<file path="config.mk">
export PLATFORM = sky130hd
export DESIGN_NAME = block_pool_with_linked_queues
export DESIGN_NICKNAME = d
export VERILOG_FILES = /design/src/hw/rtl/bpq_pkg.sv /design/src/hw/rtl/bpq_link_mem.sv /design/src/hw/rtl/block_pool_with_linked_queues.sv
export SDC_FILE = /design/constraint.sdc
export NUM_CORES = 1
export LEC_CHECK = 0
export ABC_AREA = 0
export BUFFER_PORTS_ARGS = -buffer_cell sky130_fd_sc_hd__buf_2
export CAP_MARGIN = 20
export CORE_MARGIN = 4
export CORE_UTILIZATION = 45
export DETAILED_ROUTE_END_ITERATION = 6
export PLACE_DENSITY_LB_ADDON = 0.25
export SLEW_MARGIN = 10
export SYNTH_ARGS = -nofsm -noshare
export SYNTH_HDL_FRONTEND = slang
export SYNTH_SLANG_ARGS = --single-unit
</file>
<file path="constraint.sdc">
create_clock -name clk -period 6.3 [get_ports clk]
set_input_delay 1.26 -clock clk [delete_from_list [all_inputs] [get_ports clk]]
set_output_delay 1.26 -clock clk [all_outputs]
set_load 0.01 [all_outputs]
</file>
<file path="src/hw/rtl/bpq_pkg.sv">
package bpq_pkg;

    localparam int CFG_IDX_W  = 1;
    localparam int CFG_DATA_W = 13;

    typedef enum logic [CFG_IDX_W-1:0] {
        REG_BLOCK_BYTES   = 1'd0,
        REG_BLOCKS_IN_USE = 1'd1
    } cfg_reg_e;

    localparam logic [12:0] BLOCK_BYTES_RST   = 13'd16;
    localparam logic [6:0]  BLOCKS_IN_USE_RST = 7'd64;

    typedef enum logic [2:0] {
        ACT_INIT  = 3'd0,
        ACT_ALLOC = 3'd1,
        ACT_FREE  = 3'd2,
        ACT_QADD  = 3'd3,
        ACT_QTOP  = 3'd4,
        ACT_QDEL  = 3'd5
    } action_e;

    typedef enum logic [1:0] {
        ST_OK          = 2'd0,
        ST_POOL_EMPTY  = 2'd1,
        ST_QUEUE_EMPTY = 2'd2
    } status_e;

    typedef struct packed {
        logic [2:0] action;
        logic [5:0] block_index;
        logic [1:0] queue_id;
    } in_t;

    typedef struct packed {
        logic [1:0]  status;
        logic [5:0]  result_index;
        logic [17:0] result_offset;
        logic [6:0]  free_count;
    } out_t;

endpackage

</file>
<file path="src/hw/rtl/bpq_link_mem.sv">
module bpq_link_mem #(
    parameter int DEPTH = 64,
    parameter int WIDTH = 7
) (
    input  logic                     clk,
    input  logic                     wr_en,
    input  logic [$clog2(DEPTH)-1:0] wr_addr,
    input  logic [WIDTH-1:0]         wr_data,
    input  logic [$clog2(DEPTH)-1:0] rd_addr,
    output logic [WIDTH-1:0]         rd_data
);

    logic [WIDTH-1:0] mem [DEPTH];

    always_ff @(posedge clk)
    begin
        if (wr_en)
        begin
            mem[wr_addr] <= wr_data;
        end
    end

    always_ff @(posedge clk)
    begin
        rd_data <= mem[rd_addr];
    end

endmodule

</file>
<file path="src/hw/rtl/block_pool_with_linked_queues.sv">
// states from accept to result: rejected/unused requests S_FIN; free S_POP, S_FIN;
// alloc, queue top S_RD, S_POP, S_FIN; queue add also S_LINK before S_FIN; init S_INIT
// per clamped block, S_FIN; queue delete S_RD, S_POP per block, S_FIN; a stall holds S_FIN
// throughput: one request at a time; the next is taken the cycle after the result registers
// the link memory (one write, one registered read per cycle) sets these state sequences
// reset: pool empty, all queues empty, link memory left unwritten, no clearing pass
module block_pool_with_linked_queues #(
    parameter int BLOCK_COUNT = 64,
    parameter int NUM_QUEUES = 4
) (
    input  logic                                clk,
    input  logic                                rst_n,
    input  logic                                in_valid,
    output logic                                in_ready,
    input  bpq_pkg::in_t                        in_data,
    output logic                                out_valid,
    input  logic                                out_ready,
    output bpq_pkg::out_t                       out_data,
    input  logic                                cfg_valid,
    output logic                                cfg_ready,
    input  logic [bpq_pkg::CFG_IDX_W-1:0]       cfg_index,
    input  logic [bpq_pkg::CFG_DATA_W-1:0]      cfg_data
);

    import bpq_pkg::*;

    localparam int IW = $clog2(BLOCK_COUNT);
    localparam int LW = $clog2(BLOCK_COUNT + 1);
    localparam int QW = (NUM_QUEUES > 1) ? $clog2(NUM_QUEUES) : 1;
    localparam logic [LW-1:0] NULL_LINK = LW'(BLOCK_COUNT);

    typedef enum logic [2:0] {
        S_IDLE,
        S_INIT,
        S_RD,
        S_POP,
        S_LINK,
        S_FIN
    } state_t;

    function automatic logic is_null(input logic [LW-1:0] v);
        return 32'(v) >= BLOCK_COUNT;
    endfunction

    state_t          state_reg;
    action_e         act_reg;
    logic [5:0]      bidx_reg;
    logic [QW-1:0]   qsel_reg;
    logic [1:0]      status_reg;
    logic [IW-1:0]   res_reg;
    logic [LW-1:0]   cnt_reg;
    logic [LW-1:0]   swp_reg;
    logic [LW-1:0]   free_head_reg;
    logic [LW-1:0]   free_total_reg;
    logic [LW-1:0]   queue_first_reg [NUM_QUEUES];
    logic [IW-1:0]   queue_last_reg  [NUM_QUEUES];
    logic [12:0]     block_bytes_reg;
    logic [6:0]      blocks_in_use_reg;
    logic            out_valid_reg;
    out_t            out_data_reg;

    logic [LW-1:0]   lim;
    logic [LW-1:0]   lim_m1;
    logic [LW-1:0]   tot_inc;
    logic [LW-1:0]   tot_dec;
    logic [LW-1:0]   qf_cur;
    logic [LW-1:0]   qf_in;
    logic            qok_in;
    logic            bidx_ok;
    logic [LW-1:0]   lnk;
    logic [31:0]     res_ext;
    logic [5:0]      res6;
    logic [18:0]     prod;

    logic            wr_en;
    logic [IW-1:0]   wr_addr;
    logic [LW-1:0]   wr_data;
    logic [IW-1:0]   rd_addr;
    logic [LW-1:0]   rd_data;

    bpq_link_mem #(
        .DEPTH (BLOCK_COUNT),
        .WIDTH (LW)
    ) u_link_mem (
        .clk     (clk),
        .wr_en   (wr_en),
        .wr_addr (wr_addr),
        .wr_data (wr_data),
        .rd_addr (rd_addr),
        .rd_data (rd_data)
    );

    // pool extent clamped to 1..BLOCK_COUNT
    always_comb
    begin
        if (blocks_in_use_reg == '0)
        begin
            lim = LW'(1);
        end
        else if (32'(blocks_in_use_reg) > BLOCK_COUNT)
        begin
            lim = NULL_LINK;
        end
        else
        begin
            lim = LW'(blocks_in_use_reg);
        end
    end

    assign lim_m1  = lim - LW'(1);
    assign tot_inc = (free_total_reg < lim) ? LW'(free_total_reg + LW'(1)) : lim;
    assign tot_dec = (free_total_reg != '0) ? LW'(free_total_reg - LW'(1)) : '0;
    assign qf_cur  = queue_first_reg[qsel_reg];
    assign qok_in  = 32'(in_data.queue_id) < NUM_QUEUES;
    assign qf_in   = queue_first_reg[QW'(in_data.queue_id)];
    assign bidx_ok = 32'(bidx_reg) < BLOCK_COUNT;
    assign lnk     = is_null(rd_data) ? NULL_LINK : rd_data;
    assign res_ext = 32'(res_reg);
    assign res6    = res_ext[5:0];
    assign prod    = 19'(res6) * 19'(block_bytes_reg);

    assign in_ready  = (state_reg == S_IDLE);
    assign cfg_ready = 1'b1;
    assign out_valid = out_valid_reg;
    assign out_data  = out_data_reg;

    always_comb
    begin
        if (act_reg == ACT_ALLOC || act_reg == ACT_QADD)
        begin
            rd_addr = free_head_reg[IW-1:0];
        end
        else
        begin
            rd_addr = qf_cur[IW-1:0];
        end
    end

    always_comb
    begin
        wr_en   = 1'b0;
        wr_addr = swp_reg[IW-1:0];
        wr_data = free_head_reg;
        unique case (state_reg)
            S_INIT:
            begin
                wr_en   = 1'b1;
                wr_data = (swp_reg == lim_m1) ? NULL_LINK : LW'(swp_reg + LW'(1));
            end
            S_POP:
            begin
                unique case (act_reg)
                    ACT_FREE:
                    begin
                        wr_en   = bidx_ok;
                        wr_addr = IW'(bidx_reg);
                    end
                    ACT_QADD:
                    begin
                        wr_en   = 1'b1;
                        wr_addr = free_head_reg[IW-1:0];
                        wr_data = NULL_LINK;
                    end
                    ACT_QTOP, ACT_QDEL:
                    begin
                        wr_en   = 1'b1;
                        wr_addr = qf_cur[IW-1:0];
                    end
                    default:
                    begin
                        wr_en = 1'b0;
                    end
                endcase
            end
            S_LINK:
            begin
                wr_en   = !is_null(qf_cur);
                wr_addr = queue_last_reg[qsel_reg];
                wr_data = LW'(res_reg);
            end
            default:
            begin
                wr_en = 1'b0;
            end
        endcase
    end

    always_ff @(posedge clk or negedge rst_n)
    begin
        if (!rst_n)
        begin
            state_reg         <= S_IDLE;
            free_head_reg     <= NULL_LINK;
            free_total_reg    <= '0;
            block_bytes_reg   <= BLOCK_BYTES_RST;
            blocks_in_use_reg <= BLOCKS_IN_USE_RST;
            out_valid_reg     <= 1'b0;
            out_data_reg      <= '0;
            act_reg           <= ACT_INIT;
            bidx_reg          <= '0;
            qsel_reg          <= '0;
            status_reg        <= ST_OK;
            res_reg           <= '0;
            cnt_reg           <= '0;
            swp_reg           <= '0;
            for (int q = 0; q < NUM_QUEUES; q++)
            begin
                queue_first_reg[q] <= NULL_LINK;
                queue_last_reg[q]  <= '0;
            end
        end
        else
        begin
            if (cfg_valid)
            begin
                unique case (cfg_index)
                    REG_BLOCK_BYTES:   block_bytes_reg   <= cfg_data;
                    REG_BLOCKS_IN_USE: blocks_in_use_reg <= cfg_data[6:0];
                    default:           block_bytes_reg   <= block_bytes_reg;
                endcase
            end

            if (out_valid_reg && out_ready && state_reg != S_FIN)
            begin
                out_valid_reg <= 1'b0;
            end

            unique case (state_reg)
                S_IDLE:
                begin
                    if (in_valid)
                    begin
                        act_reg    <= action_e'(in_data.action);
                        bidx_reg   <= in_data.block_index;
                        qsel_reg   <= QW'(in_data.queue_id);
                        status_reg <= ST_OK;
                        res_reg    <= '0;
                        cnt_reg    <= '0;
                        swp_reg    <= '0;
                        unique case (in_data.action)
                            ACT_INIT:
                            begin
                                state_reg <= S_INIT;
                            end
                            ACT_ALLOC:
                            begin
                                if (is_null(free_head_reg))
                                begin
                                    status_reg <= ST_POOL_EMPTY;
                                    state_reg  <= S_FIN;
                                end
                                else
                                begin
                                    state_reg <= S_RD;
                                end
                            end
                            ACT_FREE:
                            begin
                                state_reg <= S_POP;
                            end
                            ACT_QADD:
                            begin
                                if (!qok_in)
                                begin
                                    status_reg <= ST_QUEUE_EMPTY;
                                    state_reg  <= S_FIN;
                                end
                                else if (is_null(free_head_reg))
                                begin
                                    status_reg <= ST_POOL_EMPTY;
                                    state_reg  <= S_FIN;
                                end
                                else
                                begin
                                    state_reg <= S_RD;
                                end
                            end
                            ACT_QTOP, ACT_QDEL:
                            begin
                                if (!qok_in || is_null(qf_in))
                                begin
                                    status_reg <= ST_QUEUE_EMPTY;
                                    state_reg  <= S_FIN;
                                end
                                else
                                begin
                                    state_reg <= S_RD;
                                end
                            end
                            default:
                            begin
                                state_reg <= S_FIN;
                            end
                        endcase
                    end
                end
                S_INIT:
                begin
                    if (swp_reg == lim_m1)
                    begin
                        free_head_reg  <= '0;
                        free_total_reg <= lim;
                        for (int q = 0; q < NUM_QUEUES; q++)
                        begin
                            queue_first_reg[q] <= NULL_LINK;
                            queue_last_reg[q]  <= '0;
                        end
                        state_reg <= S_FIN;
                    end
                    else
                    begin
                        swp_reg <= LW'(swp_reg + LW'(1));
                    end
                end
                S_RD:
                begin
                    state_reg <= S_POP;
                end
                S_POP:
                begin
                    unique case (act_reg)
                        ACT_ALLOC:
                        begin
                            free_head_reg  <= lnk;
                            free_total_reg <= tot_dec;
                            res_reg        <= free_head_reg[IW-1:0];
                            state_reg      <= S_FIN;
                        end
                        ACT_FREE:
                        begin
                            if (bidx_ok)
                            begin
                                free_head_reg  <= LW'(bidx_reg);
                                free_total_reg <= tot_inc;
                            end
                            state_reg <= S_FIN;
                        end
                        ACT_QADD:
                        begin
                            free_head_reg  <= lnk;
                            free_total_reg <= tot_dec;
                            res_reg        <= free_head_reg[IW-1:0];
                            state_reg      <= S_LINK;
                        end
                        ACT_QTOP:
                        begin
                            queue_first_reg[qsel_reg] <= lnk;
                            free_head_reg             <= qf_cur;
                            free_total_reg            <= tot_inc;
                            res_reg                   <= qf_cur[IW-1:0];
                            state_reg                 <= S_FIN;
                        end
                        ACT_QDEL:
                        begin
                            free_head_reg  <= qf_cur;
                            free_total_reg <= tot_inc;
                            cnt_reg        <= LW'(cnt_reg + LW'(1));
                            if ((32'(cnt_reg) + 1 < BLOCK_COUNT) && !is_null(lnk))
                            begin
                                queue_first_reg[qsel_reg] <= lnk;
                                state_reg                 <= S_RD;
                            end
                            else
                            begin
                                queue_first_reg[qsel_reg] <= NULL_LINK;
                                state_reg                 <= S_FIN;
                            end
                        end
                        default:
                        begin
                            state_reg <= S_FIN;
                        end
                    endcase
                end
                S_LINK:
                begin
                    if (is_null(qf_cur))
                    begin
                        queue_first_reg[qsel_reg] <= LW'(res_reg);
                    end
                    queue_last_reg[qsel_reg] <= res_reg;
                    state_reg                <= S_FIN;
                end
                S_FIN:
                begin
                    if (!out_valid_reg || out_ready)
                    begin
                        out_data_reg.status        <= status_reg;
                        out_data_reg.result_index  <= res6;
                        out_data_reg.result_offset <= prod[17:0];
                        out_data_reg.free_count    <= 7'(free_total_reg);
                        out_valid_reg              <= 1'b1;
                        state_reg                  <= S_IDLE;
                    end
                end
                default:
                begin
                    state_reg <= S_IDLE;
                end
            endcase
        end
    end

endmodule

</file>
# Word-level counts from Yosys, hierarchy flattened
# Memories as Yosys holds them, arrays and structs flattened. A register that Yosys moved wholly into a read port is not among the register bits.
# Index checks and enable logic that the tools add are counted.
[op_classes]
mux = 67
n_lt_le_gt_ge = 11
n_reduce_logical = 36
mul = 1
n_bitwise = 6
addsub = 6
eq_ne = 27
[ops]
columns = ["cell", "n"]
rows = [
  ["$mux 7", 17],
  ["$mux 28", 3],
  ["$pmux 28 s3", 1],
  ["$pmux 7 s2", 5],
  ["$bwmux 28", 2],
  ["$pmux 28 s2", 1],
  ["$pmux 24 s2", 1],
  ["$pmux 7 s3", 2],
  ["$pmux 6 s2", 3],
  ["$ge 7x7->1 const B", 5],
  ["$mux 6", 5],
  ["$bmux 7 s2", 2],
  ["$and 24x24->24", 1],
  ["$bwmux 24", 1],
  ["$mux 24", 1],
  ["$not 24->24", 1],
  ["$add 7x1->7 const B", 3],
  ["$eq 3x2->1 const B", 6],
  ["$eq 3x3->1 const B", 6],
  ["$mul 6x13->18", 1],
  ["$mux 3", 6],
  ["$pmux 3 s6", 1],
  ["$pmux 6 s3", 1],
  ["$reduce_and 3->1", 6],
  ["37 further kinds", 73],
]
[totals]
memories = 1
wordCells = 180
out_inout_bits = 36
ram_bits = 448
reg_bits = 156
[mem_list]
columns = ["name", "words", "word_bits", "rd", "rd_clocked_by_memory_dff", "write_ports", "line", "source"]
rows = [
  ["u_link_mem.mem", 64, 7, 1, 1, 1, "bpq_link_mem.sv:13", "logic [WIDTH-1:0] mem [DEPTH];"],
]

# Logic depth before layout (Yosys ltp)
# Gate-level depths: netlist (run 1).
[depth]
depth_word = 10
mapped_depth = 17
ltp_nobuf = 15

# By module
# A second synthesis (run 1) with hierarchy kept.
[hier_totals]
hier_cells = 2045
hier_area_um2 = 28573.7
[modules_own_cells]
columns = ["module", "cells_per_inst", "n_inst", "seq_area_each_um2", "area_per_inst_um2"]
rows = [
  ["bpq_link_mem", 859, 1, 13593.0, 17698.2],
  ["block_pool_with_linked_queues", 1186, 1, 3912.5, 10875.4],
]

# Worst setup path after synthesis (run 1)
# OpenSTA, ideal clock, no wires.
[synth_timing]
path_kind = "reg2reg"
from = "reg blocks_in_use_reg[2]"
to = "mem u_link_mem.mem[0][6] (data pin)"
arrival_time_ns = 5.193
t_required_ns = 5.578
setup_slack_ns = 0.385
path_stages_with_launch = 12
cell_sequence = "dfrtp_1 nor4_1 a21oi_1 or2_2 ha_1 xor2_1 xnor2_1 a221oi_1 o211ai_1 a211oi_2 nor2_1 a211oi_1"
[synth_via]
elab_chain_len = 7
elab_cells_between_ends = 8
[synth_lines]
columns = ["element", "line", "source"]
rows = [
  ["from (decl)", "block_pool_with_linked_queues.sv:58", "logic [6:0] blocks_in_use_reg;"],
  ["from (signal assigned)", "block_pool_with_linked_queues.sv:218", "REG_BLOCKS_IN_USE: blocks_in_use_reg <= cfg_data[6:0];"],
  ["$gt 7x7->1", "block_pool_with_linked_queues.sv:100", "else if (32'(blocks_in_use_reg) > BLOCK_COUNT)"],
  ["$mux 7", "block_pool_with_linked_queues.sv:100", ""],
  ["$mux 7 (*)", "block_pool_with_linked_queues.sv:96", "if (blocks_in_use_reg == '0)"],
  ["$sub 7x1->7 (*)", "block_pool_with_linked_queues.sv:110", "assign lim_m1 = lim - LW'(1);"],
  ["$eq 7x7->1 (*)", "block_pool_with_linked_queues.sv:148", "wr_data = (swp_reg == lim_m1) ? NULL_LINK : LW'(swp_reg + LW'(1));"],
  ["$mux 7 (*)", "block_pool_with_linked_queues.sv:148", ""],
  ["$pmux 7 s3 (*)", "block_pool_with_linked_queues.sv:144", "unique case (state_reg)"],
  ["via u_link_mem.wr_data[6]", "bpq_link_mem.sv:8", "input logic [WIDTH-1:0] wr_data,"],
  ["to (decl)", "bpq_link_mem.sv:13", ""],
]
# The timed path passes the listed nets; every way through them passes the cells marked *.

# Final worst setup path (run 1)
[layout_timing]
from = "reg res_reg[0] (netlist: res6[0])"
to = "reg out_data_reg, in the netlist out_data[24]"
[layout_via]
elab_chain_len = 1
[layout_lines]
columns = ["element", "line", "source"]
rows = [
  ["from (decl)", "block_pool_with_linked_queues.sv:50", "logic [IW-1:0] res_reg;"],
  ["from (signal assigned)", "block_pool_with_linked_queues.sv:326", "res_reg <= free_head_reg[IW-1:0];"],
  ["from (signal assigned)", "block_pool_with_linked_queues.sv:342", "res_reg <= free_head_reg[IW-1:0];"],
  ["from (signal assigned)", "block_pool_with_linked_queues.sv:350", "res_reg <= qf_cur[IW-1:0];"],
  ["$mul 6x13->18", "block_pool_with_linked_queues.sv:120", "assign prod = 19'(res6) * 19'(block_bytes_reg);"],
  ["to (decl)", "block_pool_with_linked_queues.sv:60", "out_t out_data_reg;"],
]
# Every way passes these cells.
# A chain may end at the register's enable or synchronous reset.

==> key figures, run 1 <==
Clock network
  – Clock Pin Slew Worst Setup and Hold Paths: approximately 0.06 ns
  – Hold_buf cts: 0
  – Postcts setup bufs: 0
  – Clock root cell: clkbuf_16
  – Post-CTS Resized: 0
  – CTS buffer count: just under 70
  – Skew-Pair Late Insertion Delay: about 0.61 ns
  – CTS sink count: roughly 600
  – TritonCTS clock tree: done
  – Maximum buffer depth of the clock tree: 3
  – H-tree levels: 3

Finish
  – Fin nets: roughly 2,700
  – Final std cells w/o fill: approximately 3,500
  – Seq. cell area: about 0.018 mm2
  – Layout cell share with drive strength beyond 1: 0.1165
  – Layout area overhead: 11.68%
  – Max reg flops: 448
  – Ant diodes: 0
  – Area occupied by multi-input gates: about 0.011 mm2
  – # fillers: approximately 5,500

Worst setup path
  – CP startpoint: res6[0]
  – Reg-to-reg slack, setup: 1.33 ns
  – Setup CP Type: register to register
  – Critical Path AT: between 5 and 6 ns
  – FF-to-FF Start: res6[0]
  – Peak fanout along the critical path: 21
  – Crit end category: register
  – Crit path required time: about 6.7 ns
  – Worst R2R End: out_data[24]
  – Critical Path Source Type: register
  – R2R depth: 14

Route
  – DRC: 0
  – Via count: 20,280
  – 1st-iter DRT viols: around 1,900
  – Via/cell ratio: around 5.8
  – DRT Pass-1 Iters: 6
  – Routed WL: ~76,000 um
  – Wire per inst: 21.83 um
  – Routed Antenna Nets: 0

Worst hold path
  – WHS Endpoint: out_data[15]
  – Hold path depth: 2
  – Hold WC Path Type: register to register
  – Hold path start: out_data[15]

Place
  – Post-DP HPWL: ~49,000 um
  – IO Port Bufs: 64
  – Placer congestion estimate: 0.9230
  – Cell count after placement: between 3,000 and 4,000

Yosys
  – Syn nets: between 2,000 and 3,000
  – Sequential fraction of the synthesis area: 0.6055
  – Synth Warn #: 0
  – Synth Area per Inst: ~11 um2
  – #FFs+latches synth: between 600 and 700
  – Library cells used by synthesis: 81
  – Post-Synthesis Cells: 2,558
  – Synth async-reset ratio: 0.2553
  – Post-synth EDFFs: between 400 and 500
  – Mapped Area: around 0.029 mm2
  – Synth Flop Type: edfxtp_1

Timing
  – TNS Setup: 0 ns
  – Hold violation count in the final report: 0
  – Minimum hold slack: roughly 0.47 ns
  – FMAX: approximately 0.20 GHz
  – Final Critical Period: about 5.0 ns
  – Final setup violation count: 0
  – Setup skew after layout: 0.02749 ns
  – RSZ-0062 raised after global routing: false
  – Max_slew headroom: 0.2731
  – Slew @ Worst Pin: around 1.1 ns
  – Final period util: 0.7890
  – Slew Limit Fails: 0

Status
  – Status: finished clean

Floorplan
  – Die area: around 0.07 mm2
  – DIE HEIGHT: 261.5 um
  – Width of the die: ~260 um
  – Starting Density: 0.4567
  – IO Pins: 66
  – # rows: 92
  – Core area: 0.06331 mm2

Global route
  – Pin count of the biggest net entering global routing: between 100 and 150
  – Total GRT Usage: 0.2212
  – First-pass GRT wire length: between 100,000 and 150,000 um
  – Initial antenna violation count: 2
  – Vias in the first global route: 19,740
  – Total grt overflow: 0

Power
  – Lkg Pwr: roughly 12 nW
  – Total power: around 0.013 W
  – PwrDens: 415.8 mW/mm2
  – Maximum VDD drop: between 0.0002 and 0.0003 V

Flow run
  – Max-Cap Viols: 0
## layer usage
metal	global-route usage	part of all wire	up-vias
met5	0	0.00041	-
met4	0.08260	0.034	4
met3	0.03423	0.067	167
met2	0.3591	0.47	801
met1	0.3036	0.43	10120
li1	-	-	9184
## through the flow
stage	setup WS (ns)	instance area, um2	utilization
after global placement	1.479	30070	0.4749
after detailed placement	1.412	30070	0.4749
after global routing	0.9311	32290	0.5100
final	1.329	32290	0.5100
after floorplan	0.3851	28910	-
after CTS	1.377	32270	0.5097
## power breakdown
group / total, W / switching [W] / internal, W
logic: 0.00380 / 0.00263 / 0.00116
clock network: 0.00395 / 0.00162 / 0.00232
registers: 0.00568 / 0.000427 / 0.00526
## cell usage in the layout (no fill, tap or decap), types with 7 or more instances in the layout
cell type	Yosys	layout
nand2_1	572	572
edfxtp_1	448	448
dfrtp_1	149	149
nor2_1	147	147
o21ai_0	133	133
a21oi_1	133	132
and3_1	82	82
inv_1	82	81
nand3_1	80	80
clkbuf_16	0	69
and2_1	63	63
buf_2	17	63
mux2_2	60	59
fa_1	44	44
ha_1	38	38
a22o_1	34	34
buf_4	3	33
nand4_1	26	26
a32oi_1	24	24
xnor2_1	21	21
nor3_1	18	18
clkbuf_1	107	18
nand2b_1	17	16
mux2i_1	18	16
a22oi_1	16	16
mux4_2	14	14
nor2b_1	13	13
o211ai_1	13	13
a32o_1	12	12
xor2_1	11	11
a21boi_0	9	9
o22ai_1	7	7
mux2_1	7	7
dfstp_2	7	7
clkinv_1	0	7
dfxtp_1	7	7
## cell usage after synthesis, types with 5 or more instances
master     instances  area, um2
a2111oi_0         10      87.58
a21boi_0           9      67.56
a21o_1             7      52.55
a21oi_1          133      665.6
a221oi_1           5      43.79
a22o_1            34      297.8
a22oi_1           16      120.1
a32o_1            12      120.1
a32oi_1           24      210.2
and2_1            63      394.1
and3_1            82      513.0
buf_1             13      48.80
buf_2             17      85.08
clkbuf_1         107      401.6
dfrtp_1          149       3729
dfstp_2            7      183.9
dfxtp_1            7      140.1
edfxtp_1         448      13450
fa_1              44      880.8
ha_1              38      475.5
inv_1             82      307.8
mux2_1             7      78.83
mux2_2            60      675.7
mux2i_1           18      180.2
mux4_2            14      315.3
nand2_1          572       2147
nand2b_1          17      106.4
nand3_1           80      400.4
nand4_1           26      162.7
nor2_1           147      551.8
nor2b_1           13      81.33
nor3_1            18      90.09
nor4_1             5      31.28
o211ai_1          13      97.59
o21a_1             5      37.54
o21ai_0          133      665.6
o22a_1             6      52.55
o22ai_1            7      43.79
or2_2              6      37.54
xnor2_1           21      183.9
xor2_1            11      96.34
## critical path: stages, from the launching register on
cell	delay, ns
dfrtp_1	0.75
nand2_1	0.19
fa_1	0.54
fa_1	0.50
fa_1	0.49
inv_1	0.04
ha_1	0.31
a21o_1	0.20
a211oi_1	0.25
nor2_1	0.10
o41ai_1	0.75
o211ai_1	0.21
a31oi_1	0.23
xnor2_1	0.13
o21ai_0	0.09
## cells by family after synthesis
| group | count (synthesis) | synth area share |
|---|---|---|
| flip-flops | 611 | 0.6055 |
| AND/OR/NAND/NOR | 1047 | 0.1608 |
| XOR/XNOR | 32 | 0.009694 |
| AO/OA/AOI/OAI | 461 | 0.1029 |
| adder cells (fa/ha/maj) | 82 | 0.04691 |
| buffers and inverters | 225 | 0.03090 |
| multiplexers | 99 | 0.04323 |
| other | 1 | 0.0001297 |
## worst max-delay path by stage
stage	endpoint	depth (start not counted)
6_report	out_data[24]	14
2_1_floorplan	u_link_mem.mem[0][6]	11
5_1_grt	out_data[24]	14
3_3_place_gp	out_data[24]	14
4_1_cts	out_data[24]	14
3_5_place_dp	out_data[24]	14
## layout make-up
| type | count | share of cell area |
|---|---|---|
| flip-flops and latches | 611 | 0.5421 |
| repair buffers | 100 | 0.01965 |
| clock inverters | 30 | 0.01093 |
| clock buffers | 91 | 0.05727 |
| inverters | 82 | 0.009532 |
| well taps | 846 | 0.03278 |
| multi-input cells | 1722 | 0.3277 |
No activity file was read; power rests on OpenSTA's default activity.
==> inputs of run 2 (changes only) <==
==> constraint.sdc (replaced) <==
create_clock -name clk -period 4.7 [get_ports clk]
set_input_delay 0.94 -clock clk [delete_from_list [all_inputs] [get_ports clk]]
set_output_delay 0.94 -clock clk [all_outputs]
set_load 0.01 [all_outputs]
==> key figures, run 2 (synthesis results as in run 1) <==
Status
  – Status: finished clean

Timing
  – TNS Setup: 0 ns (unchanged)
  – Final period util: 0.9263 (+0.1372)
  – Setup skew after layout: 0.01849 ns (-0.009005 ns)
  – Hold violation count in the final report: 0 (unchanged)
  – RSZ-0062 raised after global routing: false
  – Final setup violation count: 0 (unchanged)
  – Final WS setup: 0.3466 ns (-0.9826 ns)
  – Final Critical Period: 4.353 ns (-0.6174 ns)
  – FMAX: 0.2297 GHz (+14%)
  – Slew @ Worst Pin: 1.056 ns (-0.03167 ns)
  – Max_slew headroom: 0.2961 (+0.02294)
  – Slew Limit Fails: 0 (unchanged)

Route
  – DRC: 0 (unchanged)
  – Via count: 20,360 (+0.40%)
  – Routed Antenna Nets: 0 (unchanged)
  – Routed WL: 76,320 um (+0.42%)
  – DRT Pass-1 Iters: 6 (unchanged)
  – 1st-iter DRT viols: 2,191 (+17%)
  – Wire per inst: 21.41 um (-1.9%)
  – Via/cell ratio: 5.711 (-1.9%)

Floorplan
  – Starting Density: 0.4567 (unchanged)
  – DIE HEIGHT: 261.5 um (unchanged)
  – Core area: 0.06331 mm2 (unchanged)
  – Die area: 0.06837 mm2 (unchanged)
  – Width of the die: 261.5 um (unchanged)
  – IO Pins: 66 (unchanged)
  – # rows: 92 (unchanged)

Worst setup path
  – R2R depth: 15 (+1)
  – Crit path required time: 5.14 ns (-1.58 ns)
  – Crit end category: register
  – Critical Path AT: 4.79 ns (-0.60 ns)
  – Setup crit end: out_data[23]
  – CP startpoint: block_bytes_reg[4]
  – Reg-to-reg slack, setup: 0.35 ns (-0.98 ns)
  – FF-to-FF Start: block_bytes_reg[4]
  – Peak fanout along the critical path: 7 (-67%)
  – Worst R2R End: out_data[23]
  – Critical Path Source Type: register
  – Setup CP Type: register to register

Finish
  – Final instance area: 0.03305 mm2 (+2.4%)
  – Layout area overhead: 14.32%
  – Layout Utilization: 0.5221 (+0.01205)
  – Commonest cells after routing, fill and taps aside: nand2_1 (572), edfxtp_1 (448), nor2_1 (147), dfrtp_1 (147), o21ai_0 (133)
  – # fillers: 5,515 (-0.22%)
  – Ant diodes: 0 (unchanged)
  – Layout cell share with drive strength beyond 1: 0.1449 (+0.02844)
  – Seq. cell area: 0.01751 mm2 (about the same)
  – Area occupied by multi-input gates: 0.01058 mm2 (unchanged)
  – Most common cell after layout, fill and taps aside: nand2_1
  – Max reg flops: 448 (unchanged)
  – Fin nets: 2,779 (+3.0%)

Global route
  – Pin count of the biggest net entering global routing: 81 (-43%)
  – First-pass GRT wire length: 118,500 um (+1.0%)
  – Total GRT Usage: 0.2235 (+0.002345)
  – Total grt overflow: 0 (unchanged)
  – Vias in the first global route: 20,300 (+2.9%)
  – Initial antenna violation count: 1 (-1)

Power
  – Comb power frac: 0.292 (+0.009)
  – Maximum VDD drop: 0.0004809 V (+68%)
  – Lkg Pwr: 12.83 nW (+4.0%)
  – Clock power frac: 0.292 (-0.002)
  – Total power: 0.01819 W (+35%)
  – Int Power: 0.01190 W (+36%)
  – Power share of the sequential group: 0.416 (-0.007)
  – Sw Share: 0.3457 (-0.003289)
  – Switching power: 0.006287 W (+34%)
  – PwrDens: 550.3 mW/mm2 (+32%)

Clock network
  – Maximum buffer depth of the clock tree: 3 (unchanged)
  – Skew-Pair Late Insertion Delay: 0.61 ns (about the same)
  – TritonCTS clock tree: done
  – Clock Pin Slew Worst Setup and Hold Paths: 0.06 ns (about the same)
  – Postcts setup bufs: 0 (unchanged)
  – Clock root cell: clkbuf_16
  – CTS buffer count: 69 (+1.5%)
  – H-tree levels: 3 (unchanged)
  – CTS sink count: 611 (unchanged)

Place
  – Place WS: 0.1951 ns (-1.217 ns)
  – Placer congestion estimate: 0.8931 (-3.2%)
  – Post-DP HPWL: 50,420 um (+3.9%)
  – IO Port Bufs: 64 (unchanged)
  – Area after DPL: 0.03082 mm2 (+2.5%)

Worst hold path
  – Hold WC Path Type: primary input to async pin

Flow run
  – Max-Cap Viols: 0 (unchanged)
-- run 2: changes by cell type in the layout (fill, tap and decap cells not counted), moves of 5 or more --
| cell | change |
|---|---|
| buf_4 | +71 |
| buf_12 | +10 |
| clkinv_1 | +5 |
| clkbuf_1 | -6 |
| clkinv_2 | +5 |
-- run 2: worst min path at each step --
stage,end,slack [ns]
floorplan,status_reg[0],0.44
global placement,out_data[7],0.46
detailed placement,out_data[16],0.47
CTS,out_data[16],0.40
global route,out_data[16],0.43
finish,out_data[16],0.36
-- run 2: cell type report --
cell class,count,area share
flip-flops and latches,611,0.5297
inverters,82,0.009312
clock inverters,35,0.009917
clock buffers,88,0.05754
multi-input cells,1722,0.3202
repair buffers,181,0.04137
well taps,846,0.03202
-- run 2: power groups by stage --
stage               registers [W]  clock network, W  logic [W]
finish                    0.00756           0.00531    0.00531
global route              0.00763           0.00564    0.00577
CTS                       0.00756           0.00541    0.00531
detailed placement        0.00766                 0    0.00528
global placement          0.00764                 0    0.00518
floorplan                 0.00749                 0    0.00327
-- run 2: worst max-delay path: stages (launching register included) --
cell and delay [ns]:
dfstp_2 0.58, nand2_1 0.08, fa_1 0.50, fa_1 0.51
fa_1 0.49, inv_1 0.05, ha_1 0.31, inv_1 0.06
o21ai_0 0.27, a2111oi_0 0.16, buf_4 0.17, nor3_2 0.25
nor3_1 0.10, o41ai_1 0.41, xnor2_1 0.16, o21ai_0 0.08
-- run 2: repair_timing --
action,in CTS,in global routing
setup endpoints to repair,0,1
endpoints found under the hold margin,0,0
gates resized for setup,0,3
hold buffers,0,0
-- run 2: per-layer routing --
layer / global-route usage / vias up / share of wire / wire [um]
met1: 0.3026 / 10150 / 0.42 / 32230
met5: 0 / - / 0 / 0
met3: 0.03481 / 135 / 0.061 / 4659
li1: - / 9341 / - / -
met2: 0.3741 / 730 / 0.49 / 37050
met4: 0.07030 / 0 / 0.031 / 2377
-- run 2: per-stage QoR --
step,instances,hold slack [ns]
2_1_floorplan,2558,0.4446
3_3_place_gp,3441,0.4600
3_5_place_dp,3442,0.4664
4_1_cts,3565,0.3952
5_1_grt,3565,0.4297
6_report,3565,0.3552
==> inputs of run 3 (changes only) <==
--- a/config.mk
+++ b/config.mk
@@ -7,9 +7,8 @@
 export LEC_CHECK = 0
 export ABC_AREA = 0
 export BUFFER_PORTS_ARGS = -buffer_cell sky130_fd_sc_hd__buf_2
-export CAP_MARGIN = 20
 export CORE_MARGIN = 4
-export CORE_UTILIZATION = 45
+export CORE_UTILIZATION = 63
 export DETAILED_ROUTE_END_ITERATION = 6
 export PLACE_DENSITY_LB_ADDON = 0.25
 export SLEW_MARGIN = 10
==> key figures, run 3 (synthesis results as in run 1) <==
Status
  – Status: finished clean

Timing
  – Setup skew after layout: 0.01719 ns (-0.001298 ns)
  – Final period util: 0.9365 (+0.01022)
  – Max_slew headroom: 0.2205 (-0.07557)
  – Hold violation count in the final report: 0 (unchanged)
  – Final Critical Period: 4.401 ns (+0.04804 ns)
  – TNS Setup: 0 ns (unchanged)
  – Slew @ Worst Pin: 1.166 ns (+0.1104 ns)
  – Final setup violation count: 0 (unchanged)
  – RSZ-0062 raised after global routing: false
  – FMAX: 0.2272 GHz (-1.1%)
  – Slew Limit Fails: 0 (unchanged)

Power
  – Lkg Pwr: 12.51 nW (-2.5%)
  – Sw Share: 0.3466 (+0.0009258)
  – Comb power frac: 0.291 (about the same)
  – Power share of the sequential group: 0.430 (+0.014)
  – PwrDens: 548.4 mW/mm2 (-0.34%)
  – Total power: 0.01766 W (-2.9%)
  – Maximum VDD drop: 0.0004524 V (-5.9%)
  – Int Power: 0.01154 W (-3.1%)
  – Switching power: 0.006120 W (-2.7%)
  – Clock power frac: 0.280 (-0.012)

Flow run
  – Max-Cap Viols: 0 (unchanged)

Floorplan
  – IO Pins: 66 (unchanged)
  – Starting Density: 0.6371 (+0.1804)
  – Core area: 0.04538 mm2 (-28%)
  – # rows: 78 (-15%)
  – Width of the die: 222.2 um (-15%)
  – Die area: 0.04938 mm2 (-28%)
  – DIE HEIGHT: 222.2 um (-15%)

Clock network
  – Maximum buffer depth of the clock tree: 3 (unchanged)
  – CTS buffer count: 61 (-12%)
  – CTS sink count: 611 (unchanged)
  – Clock Pin Slew Worst Setup and Hold Paths: 0.06 ns (about the same)
  – H-tree levels: 2 (-1)
  – Skew-Pair Late Insertion Delay: 0.63 ns (+0.02 ns)
  – Clock root cell: clkbuf_16
  – TritonCTS clock tree: done

Finish
  – Most common cell after layout, fill and taps aside: nand2_1
  – Final std cells w/o fill: 3,271 (-8.2%)
  – Ant diodes: 0 (unchanged)
  – Commonest cells after routing, fill and taps aside: nand2_1 (572), edfxtp_1 (448), nor2_1 (147), dfrtp_1 (147), o21ai_0 (133)
  – Fin nets: 2,733 (-1.7%)
  – Layout area overhead: 11.36%
  – Layout cell share with drive strength beyond 1: 0.1307 (-0.01424)
  – Max reg flops: 448 (unchanged)

Worst setup path
  – CP delay by family, top: adder cells
  – CP bufs+invs: 2 (-1)
  – Crit-path cells: and2_1, fa_1, inv_1, fa_1, fa_1, inv_1, ha_1, o21a_1, a2111oi_0, nor3_1, nor3_1, o41ai_1, xnor2_1, o21ai_0
  – FF-to-FF Start: res6[0]
  – Worst R2R End: out_data[23]
  – Critical Path Source Type: register
  – Crit end category: register
  – Worst path max stage delay: 0.63 ns (+0.05 ns)
  – CP most frequent cell: fa_1
  – Critical Path AT: 4.86 ns (+0.07 ns)
  – Reg-to-reg slack, setup: 0.30 ns (-0.05 ns)
  – Worst path slowest cell: a2111oi_0
  – Peak fanout along the critical path: 10 (+3)
  – R2R depth: 14 (-1)
  – Crit path required time: 5.16 ns (+0.02 ns)
  – Setup CP Type: register to register

Worst hold path
  – Hold WC Path Type: primary input to async pin

Global route
  – First-pass GRT wire length: 114,800 um (-3.1%)
  – Vias in the first global route: 20,340 (+0.17%)
  – Initial antenna violation count: 1 (unchanged)
  – Pin count of the biggest net entering global routing: 92 (+14%)
  – Total GRT Usage: 0.2949 (+0.07144)
  – Total grt overflow: 0 (unchanged)

Route
  – Via/cell ratio: 6.334 (+11%)
  – Routed Antenna Nets: 0 (unchanged)
  – Wire per inst: 22.62 um (+5.7%)
  – DRC: 0 (unchanged)
  – DRT Pass-1 Iters: 6 (unchanged)
  – 1st-iter DRT viols: 3,081 (+41%)
  – Via count: 20,720 (+1.8%)
  – Routed WL: 74,000 um (-3.0%)

Place
  – Post-DP HPWL: 48,010 um (-4.8%)
  – Cell count after placement: 3,158 (-8.3%)
  – IO Port Bufs: 64 (unchanged)
  – Placer congestion estimate: 0.9706 (+8.7%)
## run 3: cell types whose count changed in the layout (fill, tap and decap cells not counted), sizes merged
cell / before / now
clkinvlp: 2 / 4
clkinv: 24 / 22
inv: 86 / 82
clkbuf: 88 / 81
buf: 181 / 143
bufinv: 5 / 6
## run 3: cell type report
type                            count  area [um2]
Sequential cell                   611       17510
Fill cell                        3046       13180
Multi-Input combinational cell   1722       10580
Clock buffer                       81        1714
Timing Repair Buffer              143        1007
Tap cell                          600       750.7
Clock inverter                     32       327.8
Inverter                           82       307.8
## run 3: what timing repair did
item / 4_1_cts / 5_1_grt
endpoints found under the setup margin: 0 / 1
buffers inserted: 0 / 0
gates resized for setup: 0 / 2
hold buffers: 0 / 0
## run 3: worst reg2reg max path, delay by kind of cell (launching register included)
| kind | cells | cell delay (ns) |
|---|---|---|
| compound gates | 4 | 1.04 |
| xor+xnor | 1 | 0.14 |
| fa+ha+maj | 4 | 1.84 |
| buf+inv | 2 | 0.11 |
| flops | 1 | 0.48 |
| simple gates | 3 | 0.63 |
## run 3: power by group through the flow
| stage | clock, W | combinational (W) | sequential [W] |
|---|---|---|---|
| finish | 0.00494 | 0.00513 | 0.00759 |
| detailed placement | 0 | 0.00501 | 0.00767 |
| CTS | 0.00496 | 0.00504 | 0.00756 |
| floorplan | 0 | 0.00327 | 0.00749 |
| global route | 0.00522 | 0.00553 | 0.00764 |
| global placement | 0 | 0.00487 | 0.00764 |
## run 3: how the worst max path moves through the flow
stage,from,endpoint,cells after the start
6_report,res6[0],out_data[23],14
5_1_grt,res6[0],out_data[23],14
4_1_cts,res6[0],out_data[23],14
3_5_place_dp,res6[3],out_data[23],14
3_3_place_gp,res6[0],out_data[21],14
2_1_floorplan,blocks_in_use_reg[2],u_link_mem.mem[0][4],11
## run 3: routing by layer
| layer | routed length [um] | share of wire | track usage | vias up |
|---|---|---|---|---|
| met4 | 3871 | 0.052 | 0.1413 | 2 |
| li1 | - | - | - | 9251 |
| met2 | 35240 | 0.48 | 0.4721 | 1133 |
| met1 | 28310 | 0.38 | 0.3969 | 10110 |
| met5 | 13 | 0.00018 | 0 | - |
| met3 | 6557 | 0.089 | 0.05311 | 221 |
## run 3: stage by stage
| step | util | hold slack, ns | instance area, um2 | worst slack (ns) |
|---|---|---|---|---|
| 6_report | 0.7095 | 0.3806 | 32200 | 0.2985 |
| 5_1_grt | 0.7095 | 0.4740 | 32200 | 0.03754 |
| 4_1_cts | 0.7094 | 0.4168 | 32190 | 0.2901 |
| 3_5_place_dp | 0.6644 | 0.4676 | 30150 | 0.3205 |
| 3_3_place_gp | 0.6644 | 0.4594 | 30150 | 0.3984 |
| 2_1_floorplan | - | 0.4446 | 28920 | 0.02728 |
